--- config.mk ---
export PLATFORM = sky130hd
export DESIGN_NAME = counted_bag_table_top
export DESIGN_NICKNAME = d
export VERILOG_FILES = /design/src/rtl/cbt_pkg.sv /design/src/rtl/cbt_datapath.sv /design/src/rtl/cbt_controller.sv /design/src/rtl/counted_bag_table_top.sv
export VERILOG_INCLUDE_DIRS = /design/src /design/src/rtl
export SDC_FILE = /design/constraint.sdc
export NUM_CORES = 1
export LEC_CHECK = 0
export ABC_AREA = 1
export BUFFER_PORTS_ARGS = -buffer_cell sky130_fd_sc_hd__buf_2
export CORE_MARGIN = 2
export CORE_UTILIZATION = 30
export DETAILED_ROUTE_END_ITERATION = 12
export HOLD_SLACK_MARGIN = 0.12
export SETUP_SLACK_MARGIN = 0.3
export SYNTH_ARGS = -nofsm -noshare
export SYNTH_HDL_FRONTEND = slang
export SYNTH_HIERARCHICAL = 1
export SYNTH_SLANG_ARGS = --single-unit
--- constraint.sdc ---
create_clock -name clock -period 11.7 [get_ports clock]
set_clock_uncertainty 0.1 [all_clocks]
set_input_delay 2.34 -clock clock [delete_from_list [all_inputs] [get_ports clock]]
set_output_delay 2.34 -clock clock [all_outputs]
set_load 0.01 [all_outputs]
--- src/rtl/counted_bag_table_top_assert.svh ---
// Assertion macros shared by the counted bag table modules.
`ifndef COUNTED_BAG_TABLE_TOP_ASSERT_SVH
`define COUNTED_BAG_TABLE_TOP_ASSERT_SVH

// Same-cycle implication, off during reset.
`define CBT_ASSERT_IMP(label, clk, rst, ante, cons, msg) \
   label: assert property (@(posedge clk) disable iff (rst) (ante) |-> (cons)) else $error(msg);

// Next-cycle implication, off during reset.
`define CBT_ASSERT_NXT(label, clk, rst, ante, cons, msg) \
   label: assert property (@(posedge clk) disable iff (rst) (ante) |=> (cons)) else $error(msg);

`endif

--- src/rtl/cbt_pkg.sv ---
// Package for the counted bag table: widths, opcodes and control structs.
`default_nettype none

package cbt_pkg;

   localparam int DEPTH_DEF  = 16;
   localparam int OPCODE_W   = 2;
   localparam int VALUE_W    = 32;
   localparam int AMOUNT_W   = 16;
   localparam int POSITION_W = 4;
   localparam int COUNT_W    = 16;
   localparam int DISTINCT_W = 5;

   localparam logic [COUNT_W-1:0] COUNT_MAX = {COUNT_W{1'b1}};
   localparam logic [COUNT_W-1:0] COUNT_ONE = COUNT_W'(1);

   typedef enum logic [OPCODE_W-1:0] {
      OP_ADD    = 2'd0,
      OP_REMOVE = 2'd1,
      OP_COUNT  = 2'd2,
      OP_READ   = 2'd3
   } opcode_type;

   // controller -> datapath
   typedef struct packed {
      logic load;       // latch the request
      logic scan;       // walk the table looking for the key
      logic resolve;    // scan finished: apply the operation
      logic read_done;  // capture the entry read for a read request
      logic shift;      // move later entries down one slot
      logic respond;    // load the response register
   } cmd_type;

   // datapath -> controller
   typedef struct packed {
      logic load_read;  // request at the port is a read
      logic scan_hit;
      logic scan_end;   // scan ran off the end without a hit
      logic need_shift; // remove takes the count to zero
      logic shift_end;
      logic rsp_free;
   } status_type;

endpackage

`default_nettype wire

--- src/rtl/cbt_datapath.sv ---
// Counted bag table datapath: entry memory, scan pointer, result and response registers.
`default_nettype none

`include "counted_bag_table_top_assert.svh"

module cbt_datapath
   import cbt_pkg::*;
#(
   parameter int DEPTH = DEPTH_DEF
) (
   input  logic                         clock,
   input  logic                         reset,
   input  cmd_type                      cmd,
   output status_type                   status,
   input  logic [OPCODE_W-1:0]          req_opcode,
   input  logic signed [VALUE_W-1:0]    req_item_value,
   input  logic [AMOUNT_W-1:0]          req_amount,
   input  logic [POSITION_W-1:0]        req_position,
   output logic                         rsp_valid,
   input  logic                         rsp_stall,
   output logic                         rsp_success,
   output logic [COUNT_W-1:0]           rsp_occurrences,
   output logic signed [VALUE_W-1:0]    rsp_entry_value,
   output logic [COUNT_W-1:0]           rsp_entry_count,
   output logic [DISTINCT_W-1:0]        rsp_distinct_entries
);

   localparam int AW = $clog2(DEPTH);
   localparam int CW = $clog2(DEPTH + 1);
   localparam int PW = (AW > POSITION_W) ? AW : POSITION_W;
   localparam int XW = (CW > POSITION_W) ? CW : POSITION_W;
   localparam logic [CW-1:0] DEPTH_CNT = CW'(DEPTH);

   // entry storage
   logic [VALUE_W-1:0] mem_value_ff [DEPTH];
   logic [COUNT_W-1:0] mem_count_ff [DEPTH];

   logic               rd_en;
   logic [AW-1:0]      rd_addr;
   logic [VALUE_W-1:0] rd_value_ff;
   logic [COUNT_W-1:0] rd_count_ff;

   logic               wr_en;
   logic [AW-1:0]      wr_addr;
   logic [VALUE_W-1:0] wr_value;
   logic [COUNT_W-1:0] wr_count;

   // control state
   logic [CW-1:0] total_ff, total_in;
   logic [CW-1:0] ptr_ff, ptr_in;
   logic          rd_vld_ff, rd_vld_in;
   logic [CW-1:0] rd_idx_ff;
   logic          rsp_valid_ff, rsp_valid_in;

   // latched request and result
   opcode_type         op_ff;
   logic [VALUE_W-1:0] key_ff;
   logic [AMOUNT_W-1:0] amount_ff;
   logic               pos_ok_ff;
   logic               ok_ff, ok_in;
   logic [COUNT_W-1:0] occ_ff, occ_in;
   logic [VALUE_W-1:0] ev_ff, ev_in;
   logic [COUNT_W-1:0] ec_ff, ec_in;

   // response register
   logic                  rsp_success_ff;
   logic [COUNT_W-1:0]    rsp_occ_ff;
   logic [VALUE_W-1:0]    rsp_ev_ff;
   logic [COUNT_W-1:0]    rsp_ec_ff;
   logic [DISTINCT_W-1:0] rsp_dist_ff;

   logic          ptr_live;
   logic          issue;
   logic          hit_now;
   logic          pos_ok;
   logic [PW-1:0] pos_wide;
   logic [CW-1:0] shift_dst;

   assign ptr_live  = ptr_ff < total_ff;
   assign issue     = (cmd.scan || cmd.shift) && ptr_live;
   assign hit_now   = rd_vld_ff && (rd_value_ff == key_ff);
   assign pos_wide  = PW'(req_position);
   assign pos_ok    = XW'(req_position) < XW'(total_ff);
   assign shift_dst = rd_idx_ff - 1'b1;

   assign rd_en   = issue || (cmd.load && (req_opcode == OP_READ));
   assign rd_addr = cmd.load ? pos_wide[AW-1:0] : ptr_ff[AW-1:0];

   assign status.load_read  = req_opcode == OP_READ;
   assign status.scan_hit   = hit_now;
   assign status.scan_end   = !rd_vld_ff && !ptr_live;
   assign status.need_shift = (op_ff == OP_REMOVE) && (rd_count_ff == amount_ff);
   assign status.shift_end  = !rd_vld_ff && !ptr_live;
   assign status.rsp_free   = !rsp_valid_ff || !rsp_stall;

   always_comb begin
      total_in  = total_ff;
      ptr_in    = ptr_ff;
      rd_vld_in = rd_vld_ff;
      ok_in     = ok_ff;
      occ_in    = occ_ff;
      ev_in     = ev_ff;
      ec_in     = ec_ff;
      wr_en     = 1'b0;
      wr_addr   = rd_idx_ff[AW-1:0];
      wr_value  = rd_value_ff;
      wr_count  = rd_count_ff;

      if (cmd.scan || cmd.shift) begin
         rd_vld_in = issue;
         if (issue) begin
            ptr_in = ptr_ff + 1'b1;
         end
      end

      if (cmd.shift) begin
         if (rd_vld_ff) begin
            wr_en   = 1'b1;
            wr_addr = shift_dst[AW-1:0];
         end
         if (status.shift_end) begin
            total_in = total_ff - 1'b1;
         end
      end

      if (cmd.load) begin
         ptr_in    = '0;
         rd_vld_in = 1'b0;
         ok_in     = 1'b0;
         occ_in    = '0;
         ev_in     = '0;
         ec_in     = '0;
      end

      if (cmd.read_done) begin
         ok_in = pos_ok_ff;
         ev_in = pos_ok_ff ? rd_value_ff : '0;
         ec_in = pos_ok_ff ? rd_count_ff : '0;
      end

      if (cmd.resolve) begin
         rd_vld_in = 1'b0;
         unique case (op_ff)
            OP_ADD: begin
               if (hit_now) begin
                  if (rd_count_ff != COUNT_MAX) begin
                     wr_en    = 1'b1;
                     wr_count = rd_count_ff + 1'b1;
                     ok_in    = 1'b1;
                  end
               end else if (total_ff < DEPTH_CNT) begin
                  wr_en    = 1'b1;
                  wr_addr  = total_ff[AW-1:0];
                  wr_value = key_ff;
                  wr_count = COUNT_ONE;
                  total_in = total_ff + 1'b1;
                  ok_in    = 1'b1;
               end
            end
            OP_REMOVE: begin
               if (hit_now && (amount_ff <= rd_count_ff)) begin
                  ok_in = 1'b1;
                  if (status.need_shift) begin
                     // emptied entry: close the gap starting after it
                     ptr_in = rd_idx_ff + 1'b1;
                  end else begin
                     wr_en    = 1'b1;
                     wr_count = rd_count_ff - amount_ff;
                  end
               end
            end
            OP_COUNT: begin
               if (hit_now) begin
                  occ_in = rd_count_ff;
                  ok_in  = 1'b1;
               end
            end
            default: begin
            end
         endcase
      end
   end

   assign rsp_valid_in = cmd.respond || (rsp_valid_ff && rsp_stall);

   always_ff @(posedge clock) begin
      if (reset) begin
         total_ff     <= '0;
         ptr_ff       <= '0;
         rd_vld_ff    <= 1'b0;
         rsp_valid_ff <= 1'b0;
      end else begin
         total_ff     <= total_in;
         ptr_ff       <= ptr_in;
         rd_vld_ff    <= rd_vld_in;
         rsp_valid_ff <= rsp_valid_in;
      end
   end

   always_ff @(posedge clock) begin
      if (wr_en) begin
         mem_value_ff[wr_addr] <= wr_value;
         mem_count_ff[wr_addr] <= wr_count;
      end
      if (rd_en) begin
         rd_value_ff <= mem_value_ff[rd_addr];
         rd_count_ff <= mem_count_ff[rd_addr];
      end
   end

   always_ff @(posedge clock) begin
      if (cmd.scan || cmd.shift) begin
         rd_idx_ff <= ptr_ff;
      end
      if (cmd.load) begin
         op_ff     <= opcode_type'(req_opcode);
         key_ff    <= req_item_value;
         amount_ff <= req_amount;
         pos_ok_ff <= pos_ok;
      end
      ok_ff  <= ok_in;
      occ_ff <= occ_in;
      ev_ff  <= ev_in;
      ec_ff  <= ec_in;
      if (cmd.respond) begin
         rsp_success_ff <= ok_ff;
         rsp_occ_ff     <= occ_ff;
         rsp_ev_ff      <= ev_ff;
         rsp_ec_ff      <= ec_ff;
         rsp_dist_ff    <= DISTINCT_W'(total_ff);
      end
   end

   assign rsp_valid            = rsp_valid_ff;
   assign rsp_success          = rsp_success_ff;
   assign rsp_occurrences      = rsp_occ_ff;
   assign rsp_entry_value      = rsp_ev_ff;
   assign rsp_entry_count      = rsp_ec_ff;
   assign rsp_distinct_entries = rsp_dist_ff;

   `CBT_ASSERT_IMP(a_total_bound, clock, reset, 1'b1, total_ff <= DEPTH_CNT,
                   "entry total above table depth")
   `CBT_ASSERT_NXT(a_shift_drop, clock, reset, cmd.shift && status.shift_end,
                   total_ff == $past(total_ff) - 1'b1, "shift end did not drop one entry")
   `CBT_ASSERT_IMP(a_rsp_no_clobber, clock, reset, cmd.respond, status.rsp_free,
                   "response loaded over an untaken one")

endmodule

`default_nettype wire

--- src/rtl/cbt_controller.sv ---
// Counted bag table controller: sequences load, scan or read, update, shift and response.
`default_nettype none

`include "counted_bag_table_top_assert.svh"

module cbt_controller
   import cbt_pkg::*;
(
   input  logic       clock,
   input  logic       reset,
   input  logic       req_valid,
   output logic       req_stall,
   input  status_type status,
   output cmd_type    cmd
);

   typedef enum logic [4:0] {
      ST_IDLE   = 5'b00001,
      ST_SCAN   = 5'b00010,
      ST_READ   = 5'b00100,
      ST_SHIFT  = 5'b01000,
      ST_FINISH = 5'b10000
   } state_type;

   state_type state_ff, state_in;

   assign req_stall = state_ff != ST_IDLE;

   always_comb begin
      cmd      = '0;
      state_in = state_ff;
      unique case (state_ff)
         ST_IDLE: begin
            if (req_valid) begin
               cmd.load = 1'b1;
               state_in = status.load_read ? ST_READ : ST_SCAN;
            end
         end
         ST_SCAN: begin
            cmd.scan = 1'b1;
            if (status.scan_hit || status.scan_end) begin
               cmd.resolve = 1'b1;
               state_in    = (status.scan_hit && status.need_shift) ? ST_SHIFT : ST_FINISH;
            end
         end
         ST_READ: begin
            cmd.read_done = 1'b1;
            state_in      = ST_FINISH;
         end
         ST_SHIFT: begin
            cmd.shift = 1'b1;
            if (status.shift_end) begin
               state_in = ST_FINISH;
            end
         end
         ST_FINISH: begin
            if (status.rsp_free) begin
               cmd.respond = 1'b1;
               state_in    = ST_IDLE;
            end
         end
         default: begin
            state_in = ST_IDLE;
         end
      endcase
   end

   always_ff @(posedge clock) begin
      if (reset) begin
         state_ff <= ST_IDLE;
      end else begin
         state_ff <= state_in;
      end
   end

   `CBT_ASSERT_NXT(a_accept_leaves_idle, clock, reset, req_valid && !req_stall,
                   state_ff != ST_IDLE, "accepted request did not start work")
   `CBT_ASSERT_IMP(a_scan_exclusive, clock, reset, state_ff == ST_SCAN,
                   !(status.scan_hit && status.scan_end), "scan hit and miss together")
   `CBT_ASSERT_NXT(a_shift_after_hit, clock, reset,
                   state_ff == ST_SCAN && state_in == ST_SHIFT,
                   state_ff == ST_SHIFT, "shift entered without a remove hit")

endmodule

`default_nettype wire

--- src/rtl/counted_bag_table_top.sv ---
// Counted bag table top level: multiset of values with occurrence counts.
`default_nettype none

// Counted bag table. Holds up to DEPTH distinct 32-bit values, each with a
// 16-bit count, in insertion order. One request at a time: add (bump the
// count or append with count one; fails when full or when the count is
// already at its maximum), remove an amount (fails if absent or the amount is
// too big; an entry that reaches zero is deleted and later entries move down),
// count occurrences, and read the entry at a position. Each request yields one
// response that also carries the number of distinct entries afterward.
// A read fetches its entry at acceptance and captures it before the response
// is loaded. Add, remove and count scan the table through the entry memory's
// one read port, which has registered read data, one entry per cycle, walking
// the entries up to the match (all entries on a miss). A remove that deletes
// an entry then runs a move-down pass over the entries after it, which reads
// one entry and writes one entry a cycle. The response sits in an output
// register, so a stalled response does not block acceptance of the next
// request, only its response.
// No clearing pass: entry memory data is used only below the entry total.
module counted_bag_table_top
   import cbt_pkg::*;
#(
   parameter int DEPTH = DEPTH_DEF
) (
   input  logic                         clock,
   input  logic                         reset,
   // request channel
   input  logic                         req_valid,
   output logic                         req_stall,
   input  logic [OPCODE_W-1:0]          req_opcode,
   input  logic signed [VALUE_W-1:0]    req_item_value,
   input  logic [AMOUNT_W-1:0]          req_amount,
   input  logic [POSITION_W-1:0]        req_position,
   // response channel
   output logic                         rsp_valid,
   input  logic                         rsp_stall,
   output logic                         rsp_success,
   output logic [COUNT_W-1:0]           rsp_occurrences,
   output logic signed [VALUE_W-1:0]    rsp_entry_value,
   output logic [COUNT_W-1:0]           rsp_entry_count,
   output logic [DISTINCT_W-1:0]        rsp_distinct_entries
);

   cmd_type    cmd;
   status_type status;

   // sequencer: one request in flight
   cbt_controller u_ctrl (
      .clock     (clock),
      .reset     (reset),
      .req_valid (req_valid),
      .req_stall (req_stall),
      .status    (status),
      .cmd       (cmd)
   );

   // entry memory, scan/shift pointer, result and response registers
   cbt_datapath #(
      .DEPTH (DEPTH)
   ) u_dp (
      .clock                (clock),
      .reset                (reset),
      .cmd                  (cmd),
      .status               (status),
      .req_opcode           (req_opcode),
      .req_item_value       (req_item_value),
      .req_amount           (req_amount),
      .req_position         (req_position),
      .rsp_valid            (rsp_valid),
      .rsp_stall            (rsp_stall),
      .rsp_success          (rsp_success),
      .rsp_occurrences      (rsp_occurrences),
      .rsp_entry_value      (rsp_entry_value),
      .rsp_entry_count      (rsp_entry_count),
      .rsp_distinct_entries (rsp_distinct_entries)
   );

endmodule

`default_nettype wire
Word level (Yosys, flattened, before mapping)
Memory sizes are Yosys's and may differ from the RTL's. A register that Yosys moved wholly into a read port is not among the register bits.
Cells that the tools add are included.
Widths: inputs -> output; s select.
{ "word_totals": {"register_bits": 208, "ramBits": 768, "n_memories": 2} }
{ "mem_list": {"columns": ["memory", "depth", "word_bits", "read_ports", "rd_clocked_by_memory_dff", "write_ports", "line_no", "rtl"], "rows": [
  ["u_dp.mem_value_ff", 16, 32, 1, 1, 1, "cbt_datapath.sv:35", "logic [VALUE_W-1:0] mem_value_ff [DEPTH];"],
  ["u_dp.mem_count_ff", 16, 16, 1, 1, 1, "cbt_datapath.sv:36", "logic [COUNT_W-1:0] mem_count_ff [DEPTH];"]
]} }
{ "op_classes": {"add_sub_neg": 7, "magnitude_cmp": 4, "eq_ne": 16, "muxes": 76, "reduce_logical": 21} }
{ "ops": {"columns": ["operator", "count"], "rows": [
  ["$mux 32", 7],
  ["$mux 16", 13],
  ["$mux 5", 18],
  ["$eq 32x32->1", 1],
  ["$pmux 16 s2", 1],
  ["$mux 4", 7],
  ["$mux 1", 25],
  ["$pmux 5 s5", 1],
  ["$add 16x1->16 const B", 1],
  ["$eq 16x16->1", 1],
  ["$le 16x16->1", 1],
  ["$ne 16x16->1 const B", 1],
  ["$sub 16x16->16", 1],
  ["$add 5x1->5 const B", 3],
  ["$logic_and 1x1->1", 8],
  ["$eq 5x1->1 const B", 1],
  ["$eq 5x2->1 const B", 1],
  ["$eq 5x3->1 const B", 1],
  ["$eq 5x4->1 const B", 1],
  ["$eq 5x5->1 const B", 1],
  ["$logic_or 1x1->1", 5],
  ["$lt 4x5->1", 1],
  ["$lt 5x5->1", 1],
  ["$lt 5x5->1 const B", 1],
  ["other kinds (16)", 22]
]} }

Depth between registers and ports, before layout
Gate-level depths: netlist of run 1.
{ "logic_depth": {"depth_word": 15, "ltp_mapped": 21, "ltp_nobuf": 20} }

By module
The synthesis of run 1 kept the hierarchy.
{ "modules_own_cells": {"columns": ["module", "instances", "cells_per_inst", "area_per_inst_um2", "seq_area_each_um2"], "rows": [
  ["cbt_datapath", 1, 3655, 43306.5, 30309.1],
  ["cbt_controller", 1, 59, 356.6, 100.1]
]} }

Worst setup path before layout of run 1
OpenSTA, ideal clock, no wires.
{ "synth_path": {"path_kind": "in2reg", "start": "in req_valid", "end": "reg u_dp.rd_count_ff[0], read port of u_dp.mem_count_ff (enable)", "setup_ps": 520, "arrival_time_ps": 8682, "slack_ps": 2399, "cell_stages": 6, "path_cell_list": "inv_1 > nor2_1 > buf_4 > inv_4 > clkbuf_1 > o21ai_0"} }
{ "synth_rtl": {"columns": ["element", "line_no", "rtl"], "rows": [
  ["start: declaration", "counted_bag_table_top.sv:28", "input logic req_valid,"],
  ["end: declaration", "cbt_datapath.sv:41", "logic [COUNT_W-1:0] rd_count_ff;"]
]} }

==> results of run 1 <==
## cell type report
| type | instances | area, µm² |
|---|---|---|
| timing repair buffer | 194 | 1159 |
| tap | 1903 | 2381 |
| multi-input combinational | 2158 | 11370 |
| sequential | 1024 | 30410 |
| fill | 14104 | 94280 |
| clock buffer | 109 | 2492 |
| clock inverter | 69 | 742.0 |
| inverter | 309 | 1174 |
## power groups by stage
stage	Combinational (µW)	Sequential, µW	Clock (µW)
CTS	1940	4490	3250
finish	1960	4490	3200
floorplan	1350	4530	0
detailed placement	1940	4560	0
global route	2170	4500	3390
global placement	1920	4560	0
## cells in the final DEF (no fill, tap or decap), drive strengths merged
| cell | instances |
|---|---|
| bufinv | 12 |
| nor2 | 307 |
| o211ai | 118 |
| buf | 194 |
| clkinv | 47 |
| nand3b | 4 |
| a21o | 1 |
| clkinvlp | 7 |
| nor3 | 15 |
| ha | 33 |
| or2 | 2 |
| fa | 1 |
| nand2 | 466 |
| o21bai | 1 |
| dfxtp | 34 |
| and2 | 3 |
| o32ai | 95 |
| edfxtp | 990 |
| clkbuf | 109 |
| nand4 | 39 |
| a211oi | 1 |
| xor2 | 20 |
| nor3b | 1 |
| xnor2 | 11 |
| o21ai | 496 |
| a21oi | 413 |
| inv | 312 |
| nand3 | 129 |
| nor4 | 2 |
## final timing paths
kind                                             to  slack, ns  cells after the start
hold reg to reg   u_dp/rsp_entry_count[7]$_DFFE_PP_       0.32                      0
setup / recovery      u_dp/rd_value_ff[7]$_DFFE_PP_       5.36                     12
hold / removal    u_dp/rsp_entry_count[7]$_DFFE_PP_       0.32                      0
setup reg to reg  u_dp/mem_count_ff[2][9]$_DFFE_PP_       5.55                     17
## per-stage QoR
stage / hold slack [ns] / worst slack (ns) / util (%)
5_1_grt: 0.3249 / 5.056 / 34.53
3_3_place_gp: 0.3008 / 4.734 / 32.29
6_report: 0.3189 / 5.359 / 34.53
3_5_place_dp: 0.3045 / 4.758 / 32.29
4_1_cts: 0.3187 / 5.467 / 34.53
2_1_floorplan: 0.3003 / 2.399 / -
## kinds of logic after synthesis
family | count (synthesis)
xor gates and xnor gates | 31
DFF | 1024
AOI/OAI and AO/OA | 1125
and+or+nand+nor | 968
buffers and inverters | 532
adders and majority gates | 34
## sequential cells by signal (all words and copies together), names as in the netlist, 2 cells and up
| signal | cells |
|---|---|
| u_dp/mem_value_ff | 512 |
| u_dp/mem_count_ff | 256 |
| u_dp/ev_ff | 32 |
| u_dp/key_ff | 32 |
| u_dp/rd_value_ff | 32 |
| u_dp/rsp_entry_value | 32 |
| u_dp/amount_ff | 16 |
| u_dp/ec_ff | 16 |
| u_dp/occ_ff | 16 |
| u_dp/rd_count_ff | 16 |
| u_dp/rsp_entry_count | 16 |
| u_dp/rsp_occurrences | 16 |
| u_ctrl/state_ff | 5 |
| u_dp/ptr_ff | 5 |
| u_dp/rd_idx_ff | 5 |
| u_dp/rsp_distinct_entries | 5 |
| u_dp/total_ff | 5 |
| u_dp/op_ff | 2 |
## routing by layer
layer  track usage (%)  vias up
met5                 0        -
met4             5.260        0
met3             1.889      176
met2             25.51     1205
met1             21.55    14385
li1                  -    13610
==> metrics.txt, run 1 <==
CTS Buf Count=95; clk root buf=clkbuf_16; worst vdd ir=0.1779 mV; largest family of logic cells by synthesized area=compound AO/OA/AOI/OAI gates; Worst setup startpoint=req_valid; FFs w/ async S/R, synth=0%; Worst path max stage delay=0.88 ns; #FFs+latches synth=1,024; Synthesized Nets=3,806; WP buf/inv=6; Port Buffer Count=129; r2r startpoint=u_dp/rd_value_ff[12]$_DFFE_PP_; Iter 0 DRT Violations=3,432; Seq pwr share=46.5%; Initial Util=30.32%; critical path's slowest cell=buf_4; Synth Warn #=6; top-count cell post-synth=edfxtp_1; Max Used Layer=met4; setup_tns=0 ns; Tot Pwr=9641 µW; initial antenna violation count=1; Worst Path Max Fanout=89; xor-xnor portion of the synthesized cell area=0.6218%; Static Leak=0.01734 µW; cell taking the most area after synthesis=edfxtp_1; setup repair after global routing missed its margin=false; syn avg cell area=11.76 µm²; Clock Latency Late Sink=0.70 ns; post-synthesis adder-cell area fraction=0.9915%; HPWL Detailed=65,160 µm; Post-synth EDFFs=990; Final min period=6.341 ns; status=complete, no violations; Routed Antenna Nets=0; CP Launch Type=input port; Vias/cell=5.095; Final Max Tran Viols=0; met3 WL=8909 µm; CTS Hold Buffers Added=0; die area=0.1486 mm²; family with the most delay on the worst path=buffers and inverters; CTS tree=yes; # Post-CTS Setup Buffers=0; Synth Flop Type=edfxtp_1; hold path start=u_dp/ec_ff[7]$_SDFFCE_PN0P_; Slew @ Worst Pin=1.283 ns; Crit. End Element=flop; post-cts resize count=0; Post-synth top cells=edfxtp_1 (990), o21ai_0 (460), nand2_1 (455), a21oi_1 (411), inv_1 (291); share of cells above drive strength 1=11.11%; Nets=3,874; clk slew on worst S/H paths=0.06 ns; first-pass GRT wire length=175,400 µm; total grt overflow=0; total global-route track usage=15.63%; top cells by area, synth=edfxtp_1 (68%), o21ai_0 (5.3%), a21oi_1 (4.7%), nand2_1 (3.9%), inv_1 (2.5%); WL met1=51,240 µm; area share of the largest cell type after synthesis=68.09%; Pint=6736 µW; largest net degree at the start of global routing=253; arrival time of the worst setup path=6.76 ns; simple-gate share of the synthesized area=9.508%; DRC viols=0; first drt pass iteration count=6; Die Wd=385.5 µm; slew margin rel.=14.44%; crit-path cells=buf_2, inv_1, nor2_4, buf_4, inv_4, nand2_8, buf_4, buf_4, a21oi_1, o32ai_1, o21ai_0, o21ai_0; maxcap violations=0; Setup CP Type=input port to flop; WL per Instance=20.71 µm; io pins=130; CP Data Required Time=12.12 ns; post-route clock period utilization=54.20%; Pwr Density=193.9 mW/mm²; Compound-Gate Fraction of Synth Area=14.42%; fraction of synthesized area in multiplexers=0%; Final Hold Viols=0; Die Y-Extent=385.5 µm; upper clock frequency limit=157.7 MHz; number of distinct library cells after synthesis=43; routed wire length=119,400 µm; Synth Cell Area=0.04366 mm²; # rows=139; combinational share of power=20.3%; clock power share=33.1%; Vias=29,376; ant diodes=0; NetSw=2905 µW; Clock Sinks=1,024; Final Non-Filler Cells=5,766; DP Area=0.04649 mm²; Placeable Area=0.1440 mm²; RePlAce Congestion=0.9245; Seq/Total Area, Yosys=69.64%; dpl cells=5,588; clock tree buffer depth=3; Finished Cell Area=0.04973 mm²; vias in the first global route=27,107; post-synthesis cell count=3,714; setup violators final=0; switching part of the total=30.14%; Hold Path Class=flop to flop; crit-path most repeated cell=buf_4; htree depth=3; Area Overhead vs Synth=13.89%; met2 WL=56,150 µm
No activity file was read; power rests on OpenSTA's default activity.
==> run 2: changes to the inputs <==
--- a/config.mk
+++ b/config.mk
@@ -6,7 +6,7 @@
 export SDC_FILE = /design/constraint.sdc
 export NUM_CORES = 1
 export LEC_CHECK = 0
-export ABC_AREA = 1
+export ABC_AREA = 0
 export BUFFER_PORTS_ARGS = -buffer_cell sky130_fd_sc_hd__buf_2
 export CORE_MARGIN = 2
 export CORE_UTILIZATION = 30
==> constraint.sdc (replaced) <==
create_clock -name clock -period 6.43 [get_ports clock]
set_clock_uncertainty 0.1 [all_clocks]
set_input_delay 1.286 -clock clock [delete_from_list [all_inputs] [get_ports clock]]
set_output_delay 1.286 -clock clock [all_outputs]
set_load 0.01 [all_outputs]
==> metrics.txt, run 2 <==
status=complete, no violations (unchanged); Synth Flop Type=edfxtp_1 (unchanged); Clock Latency Late Sink=0.67 ns (was 0.70 ns); share of cells above drive strength 1=22.19% (was 11.11%); top-count cell post-synth=edfxtp_1 (unchanged); Area Overhead vs Synth=16.16% (was 13.89%); NetSw=3214 µW (was 2905 µW); clock power share=39.4% (was 33.1%); HPWL Detailed=60,370 µm (was 65,160 µm); vias in the first global route=21,456 (was 27,107); CTS tree=yes (unchanged); first drt pass iteration count=5 (was 6); clk slew on worst S/H paths=0.06 ns (about the same); setup ws final=0.8697 ns (was 5.359 ns); setup_tns=0 ns (unchanged); htree depth=3 (unchanged); simple-gate share of the synthesized area=7.144% (was 9.508%); fraction of synthesized area in multiplexers=10.92% (was 0%); Pint=11,070 µW (was 6736 µW); Reg with most FFs=u_dp/mem_value_ff (unchanged); combinational share of power=7.9% (was 20.3%); Seq pwr share=52.7% (was 46.5%); Die Y-Extent=373.6 µm (was 385.5 µm); Pwr Density=300.0 mW/mm² (was 193.9 mW/mm²); number of distinct library cells after synthesis=80 (was 43); leading registers by flop count=u_dp/mem_value_ff (512), u_dp/mem_count_ff (256) (unchanged); CP Launch Type=flop (was input port); #FFs+latches synth=1,024 (unchanged); commonest cells after routing, fill and taps aside=edfxtp_1 (990), nand2_1 (255), mux4_2 (192) (was edfxtp_1 (990), o21ai_0 (454), nand2_1 (453)); CTS Hold Buffers Added=0 (unchanged); switching part of the total=22.50% (was 30.14%); clock tree buffer depth=3 (unchanged); total grt overflow=0 (unchanged); Crit. End Element=flop (unchanged); max reg flops=512 (unchanged); post-synthesis adder-cell area fraction=1.056% (was 0.9915%); RePlAce Congestion=0.8748 (was 0.9245); Vias=22,069 (was 29,376); DRC viols=0 (unchanged); post-synthesis cell count=2,298 (was 3,714); reg2reg path depth=14 (was 17); # Post-CTS Setup Buffers=0 (unchanged); Post-synth EDFFs=990 (unchanged); routed wire length=102,800 µm (was 119,400 µm); post-cts resize count=0 (unchanged); WL per Instance=23.62 µm (was 20.71 µm); syn avg cell area=17.83 µm² (was 11.76 µm²); Hold Path Class=flop to flop (unchanged); Routed Antenna Nets=0 (unchanged); area share of the largest cell type after synthesis=72.54% (was 68.09%); total global-route track usage=14.37% (was 15.63%); Synthesized Nets=2,390 (was 3,806); largest family of logic cells by synthesized area=multiplexers (was compound AO/OA/AOI/OAI gates); most common cell after layout, fill and taps aside=edfxtp_1 (unchanged); Vias/cell=5.072 (was 5.095); # rows=135 (was 139); first-pass GRT wire length=148,700 µm (was 175,400 µm); Compound-Gate Fraction of Synth Area=4.012% (was 14.42%); clk root buf=clkbuf_16 (unchanged); Worst Hold Depth=0 (unchanged); Tot Pwr=14,280 µW (was 9641 µW); FFs w/ async S/R, synth=0% (unchanged); filler cell count in the final layout=12,694 (was 14,104); maxcap violations=0 (unchanged); Final Hold Viols=0 (unchanged); Nets=2,578 (was 3,874); Seq/Total Area, Yosys=74.20% (was 69.64%); top cells by area, synth=edfxtp_1 (73%), mux4_2 (11%), nand2_1 (2.3%), dfxtp_1 (1.7%), ha_1 (1.0%) (was edfxtp_1 (68%), o21ai_0 (5.3%), a21oi_1 (4.7%), nand2_1 (3.9%), inv_1 (2.5%)); setup violators final=0 (unchanged); post-route clock period utilization=86.47%; Clock Sinks=1,024 (unchanged); Final min period=5.560 ns; Port Buffer Count=129 (unchanged); Worst Path Max Fanout=48 (was 89); CP Data Required Time=6.61 ns (was 12.12 ns); Final Max Tran Viols=0 (unchanged); Slew @ Worst Pin=1.280 ns (was 1.283 ns); Initial Util=30.25% (was 30.32%); initial antenna violation count=17 (was 1); die area=0.1396 mm² (was 0.1486 mm²); setup repair after global routing missed its margin=false (unchanged); upper clock frequency limit=179.8 MHz; worst vdd ir=0.2134 mV (was 0.1779 mV); Die Wd=373.6 µm (was 385.5 µm); xor-xnor portion of the synthesized cell area=1.197% (was 0.6218%); arrival time of the worst setup path=5.74 ns (was 6.76 ns); io pins=130 (unchanged); cell taking the most area after synthesis=edfxtp_1 (unchanged); Placeable Area=0.1355 mm² (was 0.1440 mm²); slew margin rel.=14.27% (was 14.44%); CTS Buf Count=101 (was 95); Synth Warn #=6 (unchanged); largest net degree at the start of global routing=97 (was 253); worst hold slack=0.3175 ns (was 0.3189 ns); Iter 0 DRT Violations=2,337 (was 3,432); Synth Cell Area=0.04098 mm² (was 0.04366 mm²); Place WS=0.9342 ns (was 4.758 ns); Setup CP Type=flop to flop (was input port to flop); Post-synth top cells=edfxtp_1 (990), nand2_1 (255), mux4_2 (192), clkbuf_1 (71), and3_1 (61) (was edfxtp_1 (990), o21ai_0 (460), nand2_1 (455), a21oi_1 (411), inv_1 (291)); Static Leak=0.01572 µW (was 0.01734 µW)
## run 2: critical path, cell delays in order, from the launching register on
cell and delay, ns:
edfxtp_1 0.43, xnor2_1 0.55, nand4_1 0.19, nand4bb_1 0.57, or3_4 0.54, clkinv_4 0.10, nor2_1 0.06, nor2b_1 0.41
nand2_1 0.21, nor2_1 0.11, nor4b_1 0.56, a211oi_4 0.05, buf_4 0.27, nor3_4 0.18, buf_4 0.82
## run 2: final cells by class
cell class                      count  area [µm²]  share of cell area [%]
Timing Repair Buffer              198        1476                   3.101
Sequential cell                  1024       30410                   63.88
Tap cell                         1781        2228                   4.681
Clock inverter                     60       501.7                   1.054
Inverter                           39       151.4                  0.3180
Antenna cell                        1       2.502                0.005257
Clock buffer                      126        2653                   5.572
Multi-Input combinational cell   1122       10180                   21.39
## run 2: per-layer routing
layer | part of all wire [%] | global-route usage [%] | vias to the layer above
met4 | 2.1 | 3.583 | 2
li1 | - | - | 9574
met5 | 0.013 | 0 | -
met2 | 46 | 22.60 | 830
met3 | 7.2 | 2.752 | 139
met1 | 44 | 20.48 | 11524
## run 2: power groups by stage
stage	logic [µW]	clock network [µW]	registers, µW
3_3_place_gp	1140	0	7660
4_1_cts	1150	5740	7520
5_1_grt	1220	6000	7530
2_1_floorplan	722	0	7650
3_5_place_dp	1140	0	7670
6_report	1130	5630	7520
## run 2: metrics by stage
stage	instance area, µm²	instances	util [%]
CTS	47600	4350	35.14
detailed placement	44450	4164	32.81
global placement	44450	4164	32.81
global route	47600	4350	35.14
floorplan	41020	2298	-
finish	47600	4351	35.14
## run 2: path summary, 6_finish.rpt
path,startpoint,to,slack (ns)
worst min-delay path,u_dp/ev_ff[13]$_SDFFCE_PN0P_,u_dp/rsp_entry_value[13]$_DFFE_PP_,0.32
worst max-delay path,u_dp/rd_value_ff[29]$_DFFE_PP_,u_dp/mem_value_ff[11][13]$_DFFE_PP_,0.87
worst max register to register,u_dp/rd_value_ff[29]$_DFFE_PP_,u_dp/mem_value_ff[11][13]$_DFFE_PP_,0.87
worst min register to register,u_dp/ev_ff[13]$_SDFFCE_PN0P_,u_dp/rsp_entry_value[13]$_DFFE_PP_,0.32
## run 2: logic make-up after synthesis
kind of cell	count (synthesis)
muxes	207
AOI/OAI and AO/OA	241
adders and majority gates	34
xor gates and xnor gates	56
DFF	1024
and+or+nand+nor	584
buffers and inverters	152
